===== config.mk =====
export PLATFORM = sky130hd
export DESIGN_NAME = line_segment_window_clipper_flat
export DESIGN_NICKNAME = d
export VERILOG_FILES = /design/src/rtl/lswc_pkg.sv /design/src/rtl/lswc_ifs.sv /design/src/rtl/line_segment_window_clipper.sv /design/src/rtl/lswc_interp.sv /design/src/flat_wrapper.sv
export SDC_FILE = /design/constraint.sdc
export NUM_CORES = 2
export LEC_CHECK = 0
export BUFFER_PORTS_ARGS = -buffer_cell sky130_fd_sc_hd__buf_2
export CORE_AREA = 2 2 292 222
export CTS_CLUSTER_SIZE = 12
export DETAILED_ROUTE_END_ITERATION = 10
export DIE_AREA = 0 0 294 224
export PLACE_DENSITY_LB_ADDON = 0.12
export SYNTH_ARGS = -nofsm -noshare
export SYNTH_HDL_FRONTEND = slang
export SYNTH_SLANG_ARGS = --single-unit

===== constraint.sdc =====
create_clock -name clk_i -period 16.5 [get_ports clk_i]
set_input_delay 0.825 -clock clk_i [delete_from_list [all_inputs] [get_ports clk_i]]
set_output_delay 0.825 -clock clk_i [all_outputs]
set_load 0.01 [all_outputs]

===== src/rtl/lswc_pkg.sv =====
// ----------------------------------------------------------------------------
// lswc_pkg: shared definitions for the line segment window clipper
// Default coordinate width, window register indexes and window reset values.
// ----------------------------------------------------------------------------
`default_nettype none

package lswc_pkg;

  // Default coordinate width of all endpoint and window fields
  localparam int COORD_WIDTH_DEF = 16;

  // Configuration register index width
  localparam int CFG_IDX_W = 2;

  // Window register indexes
  typedef enum logic [CFG_IDX_W-1:0] {
    REG_XMIN = 2'd0,
    REG_XMAX = 2'd1,
    REG_YMIN = 2'd2,
    REG_YMAX = 2'd3
  } cfg_reg_e;

  // Window reset values
  localparam int XMIN_RESET = 0;
  localparam int XMAX_RESET = 639;
  localparam int YMIN_RESET = 0;
  localparam int YMAX_RESET = 479;

endpackage : lswc_pkg

`default_nettype wire


===== src/rtl/lswc_ifs.sv =====
// ----------------------------------------------------------------------------
// lswc_ifs: channel interfaces of the line segment window clipper
// Segment input, clip result output and window register write channel.
// ----------------------------------------------------------------------------
`default_nettype none

// Segment word: two endpoints
interface lswc_seg_if #(
  parameter int COORD_WIDTH = lswc_pkg::COORD_WIDTH_DEF
);
  logic                          valid;
  logic                          ready;
  logic signed [COORD_WIDTH-1:0] start_x;
  logic signed [COORD_WIDTH-1:0] start_y;
  logic signed [COORD_WIDTH-1:0] end_x;
  logic signed [COORD_WIDTH-1:0] end_y;

  modport source (output valid, start_x, start_y, end_x, end_y, input ready);
  modport sink   (input valid, start_x, start_y, end_x, end_y, output ready);
endinterface : lswc_seg_if

// Result word: accept flag and clipped endpoints
interface lswc_res_if #(
  parameter int COORD_WIDTH = lswc_pkg::COORD_WIDTH_DEF
);
  logic                          valid;
  logic                          ready;
  logic                          accepted;
  logic signed [COORD_WIDTH-1:0] clip_start_x;
  logic signed [COORD_WIDTH-1:0] clip_start_y;
  logic signed [COORD_WIDTH-1:0] clip_end_x;
  logic signed [COORD_WIDTH-1:0] clip_end_y;

  modport source (output valid, accepted, clip_start_x, clip_start_y,
                  clip_end_x, clip_end_y, input ready);
  modport sink   (input valid, accepted, clip_start_x, clip_start_y,
                  clip_end_x, clip_end_y, output ready);
endinterface : lswc_res_if

// Window register write word
interface lswc_cfg_if #(
  parameter int COORD_WIDTH = lswc_pkg::COORD_WIDTH_DEF
);
  logic                            valid;
  logic                            ready;
  logic [lswc_pkg::CFG_IDX_W-1:0]  index;
  logic [COORD_WIDTH-1:0]          data;

  modport source (output valid, index, data, input ready);
  modport sink   (input valid, index, data, output ready);
endinterface : lswc_cfg_if

`default_nettype wire


===== src/rtl/line_segment_window_clipper.sv =====
// ----------------------------------------------------------------------------
// line_segment_window_clipper: region-code line clipper, top level
// Clips one segment against the window registers by repeated region-code
// tests and endpoint moves, each move run on the shared interpolation unit.
// ----------------------------------------------------------------------------
//  channel   direction  word contents
//  seg_i     in         start_x, start_y, end_x, end_y
//  clip_o    out        accepted, clip_start_x, clip_start_y, clip_end_x,
//                       clip_end_y
//  cfg_i     in         index (window register), data
//
//  One segment at a time: seg_i.ready is high only while the block is idle.
//  Each endpoint move runs on the bit-serial divide of the interpolation
//  unit; a segment makes at most eight moves.
//  The result word holds on clip_o until taken; the next segment is
//  accepted after that. Reset loads the default window.
// ----------------------------------------------------------------------------
`default_nettype none

module line_segment_window_clipper #(
  parameter int COORD_WIDTH = lswc_pkg::COORD_WIDTH_DEF
) (
  input  logic  clk_i,
  input  logic  rst_ni,
  lswc_seg_if.sink   seg_i,
  lswc_res_if.source clip_o,
  lswc_cfg_if.sink   cfg_i
);

  import lswc_pkg::*;

  localparam int W         = COORD_WIDTH;
  localparam int MoveLimit = 8;
  localparam int MoveW     = $clog2(MoveLimit + 1);

  // Region code bits
  localparam logic [3:0] OcLeft   = 4'b0001;
  localparam logic [3:0] OcRight  = 4'b0010;
  localparam logic [3:0] OcBottom = 4'b0100;
  localparam logic [3:0] OcTop    = 4'b1000;

  typedef enum logic [1:0] {
    ST_IDLE,
    ST_TEST,
    ST_WAIT,
    ST_DONE
  } state_e;

  state_e                state_q, state_d;
  logic signed [W-1:0]   xmin_q, xmin_d;
  logic signed [W-1:0]   xmax_q, xmax_d;
  logic signed [W-1:0]   ymin_q, ymin_d;
  logic signed [W-1:0]   ymax_q, ymax_d;
  logic signed [W-1:0]   sx_q, sx_d;
  logic signed [W-1:0]   sy_q, sy_d;
  logic signed [W-1:0]   ex_q, ex_d;
  logic signed [W-1:0]   ey_q, ey_d;
  logic [MoveW-1:0]      moves_q, moves_d;
  logic                  acc_q, acc_d;
  logic signed [W-1:0]   base_q, base_d;
  logic signed [W:0]     delta_q, delta_d;
  logic signed [W:0]     num_q, num_d;
  logic signed [W:0]     den_q, den_d;
  logic signed [W-1:0]   fix_q, fix_d;
  logic                  fix_x_q, fix_x_d;
  logic                  mv_start_q, mv_start_d;
  logic                  start_q, start_d;

  logic [3:0]            c1;
  logic [3:0]            c2;
  logic [3:0]            csel;
  logic signed [W:0]     dx;
  logic signed [W:0]     dy;
  logic signed [W-1:0]   nx;
  logic signed [W-1:0]   ny;
  logic                  ip_done;
  logic signed [W-1:0]   ip_result;

  function automatic logic signed [W:0] sext(input logic signed [W-1:0] v);
    return {v[W-1], v};
  endfunction

  // Region codes of both endpoints
  always_comb begin
    c1 = '0;
    if (sx_q < xmin_q) c1 = c1 | OcLeft;
    if (sx_q > xmax_q) c1 = c1 | OcRight;
    if (sy_q < ymin_q) c1 = c1 | OcBottom;
    if (sy_q > ymax_q) c1 = c1 | OcTop;
    c2 = '0;
    if (ex_q < xmin_q) c2 = c2 | OcLeft;
    if (ex_q > xmax_q) c2 = c2 | OcRight;
    if (ey_q < ymin_q) c2 = c2 | OcBottom;
    if (ey_q > ymax_q) c2 = c2 | OcTop;
  end

  assign csel = (c1 != '0) ? c1 : c2;
  assign dx   = sext(ex_q) - sext(sx_q);
  assign dy   = sext(ey_q) - sext(sy_q);

  // New point of the moving endpoint
  assign nx = fix_x_q ? fix_q : ip_result;
  assign ny = fix_x_q ? ip_result : fix_q;

  always_comb begin
    state_d    = state_q;
    xmin_d     = xmin_q;
    xmax_d     = xmax_q;
    ymin_d     = ymin_q;
    ymax_d     = ymax_q;
    sx_d       = sx_q;
    sy_d       = sy_q;
    ex_d       = ex_q;
    ey_d       = ey_q;
    moves_d    = moves_q;
    acc_d      = acc_q;
    base_d     = base_q;
    delta_d    = delta_q;
    num_d      = num_q;
    den_d      = den_q;
    fix_d      = fix_q;
    fix_x_d    = fix_x_q;
    mv_start_d = mv_start_q;
    start_d    = 1'b0;

    // Window register writes
    if (cfg_i.valid) begin
      unique case (cfg_reg_e'(cfg_i.index))
        REG_XMIN: xmin_d = cfg_i.data;
        REG_XMAX: xmax_d = cfg_i.data;
        REG_YMIN: ymin_d = cfg_i.data;
        REG_YMAX: ymax_d = cfg_i.data;
        default:  xmin_d = xmin_q;
      endcase
    end

    unique case (state_q)
      ST_IDLE: begin
        // Take a new segment
        if (seg_i.valid) begin
          sx_d    = seg_i.start_x;
          sy_d    = seg_i.start_y;
          ex_d    = seg_i.end_x;
          ey_d    = seg_i.end_y;
          moves_d = '0;
          state_d = ST_TEST;
        end
      end
      ST_TEST: begin
        if ((c1 | c2) == '0) begin
          acc_d   = 1'b1;
          state_d = ST_DONE;
        end else if (((c1 & c2) != '0) || (moves_q == MoveW'(MoveLimit))) begin
          acc_d   = 1'b0;
          state_d = ST_DONE;
        end else begin
          // Pick the edge to move onto: top, bottom, right, left
          mv_start_d = (c1 != '0);
          if ((csel & OcTop) != '0) begin
            base_d  = sx_q;
            delta_d = dx;
            num_d   = sext(ymax_q) - sext(sy_q);
            den_d   = dy;
            fix_d   = ymax_q;
            fix_x_d = 1'b0;
          end else if ((csel & OcBottom) != '0) begin
            base_d  = sx_q;
            delta_d = dx;
            num_d   = sext(ymin_q) - sext(sy_q);
            den_d   = dy;
            fix_d   = ymin_q;
            fix_x_d = 1'b0;
          end else if ((csel & OcRight) != '0) begin
            base_d  = sy_q;
            delta_d = dy;
            num_d   = sext(xmax_q) - sext(sx_q);
            den_d   = dx;
            fix_d   = xmax_q;
            fix_x_d = 1'b1;
          end else begin
            base_d  = sy_q;
            delta_d = dy;
            num_d   = sext(xmin_q) - sext(sx_q);
            den_d   = dx;
            fix_d   = xmin_q;
            fix_x_d = 1'b1;
          end
          moves_d = moves_q + 1'b1;
          start_d = 1'b1;
          state_d = ST_WAIT;
        end
      end
      ST_WAIT: begin
        // Write the moved endpoint back and test again
        if (ip_done) begin
          if (mv_start_q) begin
            sx_d = nx;
            sy_d = ny;
          end else begin
            ex_d = nx;
            ey_d = ny;
          end
          state_d = ST_TEST;
        end
      end
      ST_DONE: begin
        if (clip_o.ready) begin
          state_d = ST_IDLE;
        end
      end
      default: state_d = ST_IDLE;
    endcase
  end

  always_ff @(posedge clk_i or negedge rst_ni) begin
    if (!rst_ni) begin
      state_q    <= ST_IDLE;
      xmin_q     <= W'(XMIN_RESET);
      xmax_q     <= W'(XMAX_RESET);
      ymin_q     <= W'(YMIN_RESET);
      ymax_q     <= W'(YMAX_RESET);
      moves_q    <= '0;
      acc_q      <= 1'b0;
      start_q    <= 1'b0;
      mv_start_q <= 1'b0;
      fix_x_q    <= 1'b0;
      sx_q       <= '0;
      sy_q       <= '0;
      ex_q       <= '0;
      ey_q       <= '0;
      base_q     <= '0;
      delta_q    <= '0;
      num_q      <= '0;
      den_q      <= '0;
      fix_q      <= '0;
    end else begin
      state_q    <= state_d;
      xmin_q     <= xmin_d;
      xmax_q     <= xmax_d;
      ymin_q     <= ymin_d;
      ymax_q     <= ymax_d;
      moves_q    <= moves_d;
      acc_q      <= acc_d;
      start_q    <= start_d;
      mv_start_q <= mv_start_d;
      fix_x_q    <= fix_x_d;
      sx_q       <= sx_d;
      sy_q       <= sy_d;
      ex_q       <= ex_d;
      ey_q       <= ey_d;
      base_q     <= base_d;
      delta_q    <= delta_d;
      num_q      <= num_d;
      den_q      <= den_d;
      fix_q      <= fix_d;
    end
  end

  // Shared multiply and divide unit
  lswc_interp #(
    .COORD_WIDTH (COORD_WIDTH)
  ) u_interp (
    .clk_i    (clk_i),
    .rst_ni   (rst_ni),
    .start_i  (start_q),
    .base_i   (base_q),
    .delta_i  (delta_q),
    .num_i    (num_q),
    .den_i    (den_q),
    .done_o   (ip_done),
    .result_o (ip_result)
  );

  // Handshakes and result word
  assign seg_i.ready         = (state_q == ST_IDLE);
  assign cfg_i.ready         = 1'b1;
  assign clip_o.valid        = (state_q == ST_DONE);
  assign clip_o.accepted     = acc_q;
  assign clip_o.clip_start_x = acc_q ? sx_q : '0;
  assign clip_o.clip_start_y = acc_q ? sy_q : '0;
  assign clip_o.clip_end_x   = acc_q ? ex_q : '0;
  assign clip_o.clip_end_y   = acc_q ? ey_q : '0;

endmodule : line_segment_window_clipper

`default_nettype wire


===== src/rtl/lswc_interp.sv =====
// ----------------------------------------------------------------------------
// lswc_interp: shared interpolation unit
// Computes base + trunc(delta * num / den) with one registered multiply and
// a restoring divide that retires one quotient bit per cycle.
// ----------------------------------------------------------------------------
`default_nettype none

module lswc_interp #(
  parameter int COORD_WIDTH = lswc_pkg::COORD_WIDTH_DEF
) (
  input  logic                          clk_i,
  input  logic                          rst_ni,
  input  logic                          start_i,
  input  logic signed [COORD_WIDTH-1:0] base_i,
  input  logic signed [COORD_WIDTH:0]   delta_i,
  input  logic signed [COORD_WIDTH:0]   num_i,
  input  logic signed [COORD_WIDTH:0]   den_i,
  output logic                          done_o,
  output logic signed [COORD_WIDTH-1:0] result_o
);

  localparam int DW       = COORD_WIDTH + 1;
  localparam int PW       = 2 * DW;
  localparam int DivSteps = PW;
  localparam int CntW     = $clog2(DivSteps + 1);

  typedef enum logic [1:0] {
    ST_IDLE,
    ST_MUL,
    ST_DIV,
    ST_FIN
  } state_e;

  state_e                  state_q, state_d;
  logic [COORD_WIDTH-1:0]  base_q, base_d;
  logic [DW-1:0]           dmag_q, dmag_d;
  logic [DW-1:0]           nmag_q, nmag_d;
  logic [DW-1:0]           den_q, den_d;
  logic                    neg_q, neg_d;
  logic                    den_zero_q, den_zero_d;
  logic [PW-1:0]           pq_q, pq_d;
  logic [DW-1:0]           rem_q, rem_d;
  logic [CntW-1:0]         cnt_q, cnt_d;
  logic                    done_q, done_d;
  logic [COORD_WIDTH-1:0]  result_q, result_d;

  logic [DW:0]             rem_sh;
  logic [DW:0]             rem_sub;
  logic                    rem_ge;
  logic [DW-1:0]           base_ext;
  logic [DW-1:0]           quot;
  logic [DW-1:0]           sum;

  function automatic logic [DW-1:0] mag(input logic [DW-1:0] v);
    return v[DW-1] ? DW'(-v) : v;
  endfunction

  // One restoring divide step
  assign rem_sh  = {rem_q, pq_q[PW-1]};
  assign rem_sub = rem_sh - {1'b0, den_q};
  assign rem_ge  = (rem_sh >= {1'b0, den_q});

  // Apply sign and add to the base point
  assign base_ext = {base_q[COORD_WIDTH-1], base_q};
  assign quot     = pq_q[DW-1:0];
  assign sum      = neg_q ? (base_ext - quot) : (base_ext + quot);

  always_comb begin
    state_d    = state_q;
    base_d     = base_q;
    dmag_d     = dmag_q;
    nmag_d     = nmag_q;
    den_d      = den_q;
    neg_d      = neg_q;
    den_zero_d = den_zero_q;
    pq_d       = pq_q;
    rem_d      = rem_q;
    cnt_d      = cnt_q;
    done_d     = 1'b0;
    result_d   = result_q;

    unique case (state_q)
      ST_IDLE: begin
        // Capture operands as magnitudes and a result sign
        if (start_i) begin
          base_d     = base_i;
          dmag_d     = mag(delta_i);
          nmag_d     = mag(num_i);
          den_d      = mag(den_i);
          neg_d      = delta_i[DW-1] ^ num_i[DW-1] ^ den_i[DW-1];
          den_zero_d = (den_i == '0);
          state_d    = ST_MUL;
        end
      end
      ST_MUL: begin
        pq_d    = PW'(dmag_q * nmag_q);
        rem_d   = '0;
        cnt_d   = CntW'(DivSteps);
        state_d = ST_DIV;
      end
      ST_DIV: begin
        // Shift in one dividend bit, retire one quotient bit
        rem_d = rem_ge ? rem_sub[DW-1:0] : rem_sh[DW-1:0];
        pq_d  = {pq_q[PW-2:0], rem_ge};
        cnt_d = cnt_q - 1'b1;
        if (cnt_q == CntW'(1)) begin
          state_d = ST_FIN;
        end
      end
      ST_FIN: begin
        result_d = den_zero_q ? base_q : sum[COORD_WIDTH-1:0];
        done_d   = 1'b1;
        state_d  = ST_IDLE;
      end
      default: state_d = ST_IDLE;
    endcase
  end

  always_ff @(posedge clk_i or negedge rst_ni) begin
    if (!rst_ni) begin
      state_q    <= ST_IDLE;
      done_q     <= 1'b0;
      cnt_q      <= '0;
      result_q   <= '0;
    end else begin
      state_q    <= state_d;
      done_q     <= done_d;
      cnt_q      <= cnt_d;
      result_q   <= result_d;
    end
  end

  // Operand and datapath registers
  always_ff @(posedge clk_i) begin
    base_q     <= base_d;
    dmag_q     <= dmag_d;
    nmag_q     <= nmag_d;
    den_q      <= den_d;
    neg_q      <= neg_d;
    den_zero_q <= den_zero_d;
    pq_q       <= pq_d;
    rem_q      <= rem_d;
  end

  assign done_o   = done_q;
  assign result_o = result_q;

endmodule : lswc_interp

`default_nettype wire

===== src/flat_wrapper.sv =====
// flat-port wrapper written by rule: the top's interface ports become plain ports
module line_segment_window_clipper_flat import lswc_pkg::*;
#(
  parameter int COORD_WIDTH = lswc_pkg::COORD_WIDTH_DEF
)
  (clk_i, rst_ni, seg_i_valid, seg_i_start_x, seg_i_start_y, seg_i_end_x, seg_i_end_y, seg_i_ready, clip_o_valid, clip_o_accepted, clip_o_clip_start_x, clip_o_clip_start_y, clip_o_clip_end_x, clip_o_clip_end_y, clip_o_ready, cfg_i_valid, cfg_i_index, cfg_i_data, cfg_i_ready);
  lswc_seg_if #(.COORD_WIDTH(COORD_WIDTH)) seg_i_i ();
  lswc_res_if #(.COORD_WIDTH(COORD_WIDTH)) clip_o_i ();
  lswc_cfg_if #(.COORD_WIDTH(COORD_WIDTH)) cfg_i_i ();
  input  logic clk_i;
  input  logic rst_ni;
  input wire logic [$bits(seg_i_i.valid)-1:0] seg_i_valid;
  input wire logic [$bits(seg_i_i.start_x)-1:0] seg_i_start_x;
  input wire logic [$bits(seg_i_i.start_y)-1:0] seg_i_start_y;
  input wire logic [$bits(seg_i_i.end_x)-1:0] seg_i_end_x;
  input wire logic [$bits(seg_i_i.end_y)-1:0] seg_i_end_y;
  output wire logic [$bits(seg_i_i.ready)-1:0] seg_i_ready;
  output wire logic [$bits(clip_o_i.valid)-1:0] clip_o_valid;
  output wire logic [$bits(clip_o_i.accepted)-1:0] clip_o_accepted;
  output wire logic [$bits(clip_o_i.clip_start_x)-1:0] clip_o_clip_start_x;
  output wire logic [$bits(clip_o_i.clip_start_y)-1:0] clip_o_clip_start_y;
  output wire logic [$bits(clip_o_i.clip_end_x)-1:0] clip_o_clip_end_x;
  output wire logic [$bits(clip_o_i.clip_end_y)-1:0] clip_o_clip_end_y;
  input wire logic [$bits(clip_o_i.ready)-1:0] clip_o_ready;
  input wire logic [$bits(cfg_i_i.valid)-1:0] cfg_i_valid;
  input wire logic [$bits(cfg_i_i.index)-1:0] cfg_i_index;
  input wire logic [$bits(cfg_i_i.data)-1:0] cfg_i_data;
  output wire logic [$bits(cfg_i_i.ready)-1:0] cfg_i_ready;
  assign seg_i_i.valid = seg_i_valid;
  assign seg_i_i.start_x = seg_i_start_x;
  assign seg_i_i.start_y = seg_i_start_y;
  assign seg_i_i.end_x = seg_i_end_x;
  assign seg_i_i.end_y = seg_i_end_y;
  assign seg_i_ready = seg_i_i.ready;
  assign clip_o_valid = clip_o_i.valid;
  assign clip_o_accepted = clip_o_i.accepted;
  assign clip_o_clip_start_x = clip_o_i.clip_start_x;
  assign clip_o_clip_start_y = clip_o_i.clip_start_y;
  assign clip_o_clip_end_x = clip_o_i.clip_end_x;
  assign clip_o_clip_end_y = clip_o_i.clip_end_y;
  assign clip_o_i.ready = clip_o_ready;
  assign cfg_i_i.valid = cfg_i_valid;
  assign cfg_i_i.index = cfg_i_index;
  assign cfg_i_i.data = cfg_i_data;
  assign cfg_i_ready = cfg_i_i.ready;
  line_segment_window_clipper #(.COORD_WIDTH(COORD_WIDTH)) u_core (.clk_i(clk_i), .rst_ni(rst_ni), .seg_i(seg_i_i), .clip_o(clip_o_i), .cfg_i(cfg_i_i));
endmodule

# Word level (Yosys, flattened, before mapping)
# Index checks and enable logic that the tools add are counted.
totals:
  elab_cells: 181
  in_bits: 87
  regBits: 366
  output_inout_bits: 68
op_classes:
  n_reduce_logical: 24
  n_lt_le_gt_ge: 9
  muxes: 73
  bitwise: 6
  eq_ne: 20
  add_sub_neg: 14
  multipliers: 1
ops:
  columns: ["cell", "n"]
  rows:
  - ["16-bit 2-to-1 mux", 28]
  - ["17-bit 2-to-1 mux", 8]
  - ["16-bit case mux with 2 select lines", 4]
  - ["16-bit by 16-bit subtractor with 17-bit output", 6]
  - ["34-bit case mux with 2 select lines", 1]
  - ["16-bit greater-than comparator", 4]
  - ["16-bit less-than comparator", 4]
  - ["17-bit negator", 3]
  - ["17-bit by 17-bit multiplier with 34-bit output", 1]
  - ["17-bit case mux with 2 select lines", 1]
  - ["4-bit 2-to-1 mux", 6]
  - ["18-bit by 17-bit greater-or-equal comparator with 1-bit output", 1]
  - ["17-bit zero test", 1]
  - ["17-bit subtractor", 1]
  - ["16-bit adder", 1]
  - ["2-bit 2-to-1 mux", 8]
  - ["2-bit case mux with 4 select lines", 2]
  - ["16-bit subtractor", 1]
  - ["2-bit AND reduction", 7]
  - ["2-bit equality test (second input constant)", 6]
  - ["2-bit inequality test (second input constant)", 6]
  - ["6-bit case mux with 2 select lines", 1]
  - ["4-bit AND reduction", 3]
  - ["1-bit 2-to-1 mux", 11]
  - ["18 further kinds", 32]

# Longest topological paths before layout
depth:
  word_depth: 11
  depth_mapped: 26
  depth_no_buf: 24

# Modules after synthesis
# A second synthesis with hierarchy kept.
unflattened:
  cells_unflattened: 3973
  area_unflattened_um2: 35203.8
by_module_without_submodules:
  columns: ["mod", "cells_per_inst", "n_inst", "seq_area_each_um2", "area_per_inst_um2"]
  rows:
  - ["lswc_interp", 1941, 1, 4229.1, 18179.9]
  - ["line_segment_window_clipper", 2032, 1, 5550.3, 17023.8]

# Least setup slack after synthesis
# No wires, ideal clock.
synth_timing:
  path_type: "reg-to-reg"
  from: "reg u_core.u_interp.nmag_q[8]"
  to: "reg u_core.u_interp.pq_q[32], data pin"
  setup_slack_ns: 9.952
  period_less_slack_ns: 6.548
  required_time_ns: 16.235
  t_arrival_ns: 6.283
  stages_incl_launch_ff: 24
  cell_sequence: "edfxtp_1 clkbuf_1 clkbuf_1 nand2_1 fa_1 fa_1 inv_1 fa_1 fa_1 fa_1 inv_1 fa_1 inv_1 ha_1 clkbuf_1 a21oi_1 o21ai_0 a221o_1 o41ai_2 o21ai_1 or4_1 a31oi_1 xor2_1 o21ai_1"
synth_between:
  elab_chain_cells: 2
synth_rtl:
  columns: ["element", "line_no", "rtl"]
  rows:
  - ["start, declared", "lswc_interp.sv:37", "logic [DW-1:0] nmag_q, nmag_d;"]
  - ["start signal, assigned", "lswc_interp.sv:137", "nmag_q <= nmag_d;"]
  - ["17-bit by 17-bit multiplier with 34-bit output", "lswc_interp.sv:96", "pq_d = PW'(dmag_q * nmag_q);"]
  - ["34-bit case mux with 2 select lines", "lswc_interp.sv:82", "unique case (state_q)"]
  - ["net u_core.u_interp.pq_d[32]", "lswc_interp.sv:41", "logic [PW-1:0] pq_q, pq_d;"]
  - ["end signal, assigned", "lswc_interp.sv:141", "pq_q <= pq_d;"]
  - ["end, declared", "lswc_interp.sv:41", null]
# The timed path passes the listed nets, and every way through them passes these cells.
# A chain may end at the register's enable or synchronous reset.

# Final worst setup path
layout_timing:
  from: "reg u_core.u_interp.dmag_q[4]"
  to: "reg u_core.u_interp.pq_q[32], data pin"
layout_between:
  elab_chain_cells: 2
layout_rtl:
  columns: ["element", "line_no", "rtl"]
  rows:
  - ["start, declared", "lswc_interp.sv:36", "logic [DW-1:0] dmag_q, dmag_d;"]
  - ["start signal, assigned", "lswc_interp.sv:136", "dmag_q <= dmag_d;"]
  - ["17-bit by 17-bit multiplier with 34-bit output", "lswc_interp.sv:96", null]
  - ["34-bit case mux with 2 select lines", "lswc_interp.sv:82", null]
  - ["net u_core.u_interp.pq_d[32]", "lswc_interp.sv:41", null]
# The timed path passes the listed nets, and every way through them passes these cells.

==> out/metrics.cfg <==
[setup_path]
critPathArrivalTime_ps = 7920
crit_path_start = u_core.u_interp.dmag_q[4]
rr_startpoint = u_core.u_interp.dmag_q[4]
path_cells = and2_1, fa_1, inv_1, fa_1, fa_1, inv_1, ha_1, fa_1, inv_1, fa_1, inv_1, ha_1, a2111oi_0, inv_1, o2111ai_1, a21oi_1, o41ai_2, o21ai_1, or4_1, a31oi_1, xor2_1, o21ai_1
crit_fanout = 17
cp_data_required_time_ps = 16790
cp-end-kind = flop
crit_type = flop to flop
cp_top_family = adder cells
cp_slowest_cell = edfxtp_1
crit_buf_inv = 5
critPathLaunchType = flop
critPathMaxStageDelay_ps = 640

[grt]
antenna_found_initial = 1
overflow = 0
grt_pass1_wl_mm = 160
grtUsageTotal = 0.316
grt_max_degree = 168
grt_pass1_vias = 26600

[timing]
fin_crit_sh = 0.462
setup_viol = 0
relSlewSlack = 0.303
max_freq_mhz = 131
tightest_slew_ps = 1040
fin_tns_setup_ps = 0
hold_viol = 0
final_max_slew_viol_count = 0
period_needed_ps = 7630
rsz0062_at_grt = no
skew_ps = 33.1

[die]
die_y_um = 224
core_mm2 = 0.0630
num_rows = 80
start_util = 0.547
ios = 155
dieArea_mm2 = 0.0659
die_w_um = 294

[route]
drt-total-wl_mm = 102
wl_met1_mm = 46.8
first_pass_iters = 8
route.met3.wl_mm = 12.5
wl_per_cell_um = 21.2
num_vias = 27800
vias_per_cell = 5.80
ant_nets = 0
dr_wl_met2_mm = 40.3
drcViolationCount = 0
dr.max_layer_used = met4
drt_iter0_markers = 2760

[clock_tree]
clock-sinks = 366
cts_resized = 0
clk_latency_ps = 600
root_buffer = clkbuf_16
cts_buffer_depth = 3
cts_setup_buffers = 0
path_clk_slew_ps = 60
cts_tree = yes
ctsHoldBuffers = 0
cts_buffers = 42
htreeDepth = 2

[synthesis]
synth_ff_type = dfrtp_1
synth-async-reset-ratio = 0.672
synth_cell_types = 84
ys.warnings.count = 0
syn_avg_cell_area_um2 = 8.87
ys_ff_latch = 366
synth_edf_count = 120
ys_seq_area_frac = 0.284
synth_nets = 4513
syn-instance-count = 3883
syn-cell-area_mm2 = 0.0344

[final_layout]
register_area_mm2 = 0.00978
finalNonFillerCells = 4801
nets = 4575
nFillCells = 5604
area_growth_syn_to_layout_pct = 8.05
multiInputGateArea_mm2 = 0.0223
drive_gt1_frac = 0.0925
final_common_cell = nand2_1
final_cell_mix = 484 x nand2_1, 452 x inv_1, 312 x nor2_1

[placement]
dp_cells = 4721
gp_congestion = 1.07
port_buffers = 153
dpl.hpwl_mm = 79.9

[outcome]
status = finished, final reports clean

[worst_hold_path]
hold_class = input port to async pin

[flow_run]
drv_cap = 0

==> kinds of logic after synthesis <==
group / synth area share
XOR/XNOR: 0.0445
adder cells (fa/ha/maj): 0.248
AO/OA/AOI/OAI: 0.146
buffers and inverters: 0.0690
other: 0.000109
flip-flops: 0.284
multiplexers: 0.0296
AND/OR/NAND/NOR: 0.179
==> synthesized netlist by cell type, types with 39 or more instances <==
master | count | area share
nand2_1 | 484 | 0.053
inv_1 | 452 | 0.049
nor2_1 | 314 | 0.034
ha_1 | 311 | 0.11
fa_1 | 232 | 0.13
dfrtp_1 | 230 | 0.17
a21oi_1 | 220 | 0.032
and2_1 | 194 | 0.035
o21ai_0 | 155 | 0.023
xnor2_1 | 136 | 0.035
clkbuf_1 | 120 | 0.013
edfxtp_1 | 120 | 0.10
o31ai_1 | 88 | 0.019
nor2b_1 | 77 | 0.014
nand3_1 | 67 | 0.0097
mux2_2 | 63 | 0.021
a211oi_1 | 60 | 0.013
nor3_1 | 57 | 0.0083
a31oi_1 | 47 | 0.0085
a21o_1 | 40 | 0.0087
nand2b_1 | 39 | 0.0071
xor2_1 | 39 | 0.0099
==> stage by stage <==
stage	utilization	hold slack [ps]	setup WS (ps)	instance area, um^2
after CTS	0.591	292	8940	37200
final	0.591	237	8870	37200
after floorplan	-	426	9950	34400
after detailed placement	0.569	434	8970	35800
after global placement	0.569	432	9070	35800
after global routing	0.591	307	8480	37200
==> sequential cells by signal (all words and copies together), names as in the netlist, 17 cells and up <==
signal / flops
u_core.u_interp.pq_q: 34
u_core.den_q: 17
u_core.u_interp.nmag_q: 17
u_core.u_interp.rem_q: 17
u_core.u_interp.dmag_q: 17
u_core.delta_q: 17
u_core.u_interp.den_q: 17
u_core.num_q: 17
==> path summary, 6_finish.rpt <==
path / end / slack [ps] / cells after the start
min in group clk_i: u_core.u_interp.base_q[5] / 450 / 0
worst min-delay path: u_core.sx_q[8] / 240 / 1
max in group asynchronous: u_core.xmin_q[1] / 14760 / 2
worst max-delay path: u_core.u_interp.pq_q[32] / 8870 / 22
worst min register to register: u_core.u_interp.base_q[5] / 450 / 0
worst max register to register: u_core.u_interp.pq_q[32] / 8870 / 22
==> worst reg2reg max path, cell delays in order (launching register included) <==
cell	delay, ps
edfxtp_1	640
and2_1	300
fa_1	540
inv_1	60
fa_1	520
fa_1	520
inv_1	40
ha_1	310
fa_1	550
inv_1	60
fa_1	530
inv_1	40
ha_1	330
a2111oi_0	560
inv_1	100
o2111ai_1	350
a21oi_1	300
o41ai_2	500
o21ai_1	200
or4_1	430
a31oi_1	220
xor2_1	180
o21ai_1	70
==> per-layer routing <==
layer / vias up / track usage
met3: 147 / 0.116
met4: 0 / 0.0765
met2: 1133 / 0.430
met5: - / 0
li1: 13200 / -
met1: 13300 / 0.472
==> layout make-up <==
type	instances	share of cell area
multi-input cells	2903	0.600
flip-flops and latches	366	0.263
inverters	452	0.0456
clock buffers	62	0.0331
well taps	820	0.0276
repair buffers	180	0.0266
clock inverters	16	0.00427
diodes	2	0.000135
Power is not shown: default switching activity piles up to over one toggle a cycle in this logic, so the estimate is an artifact.
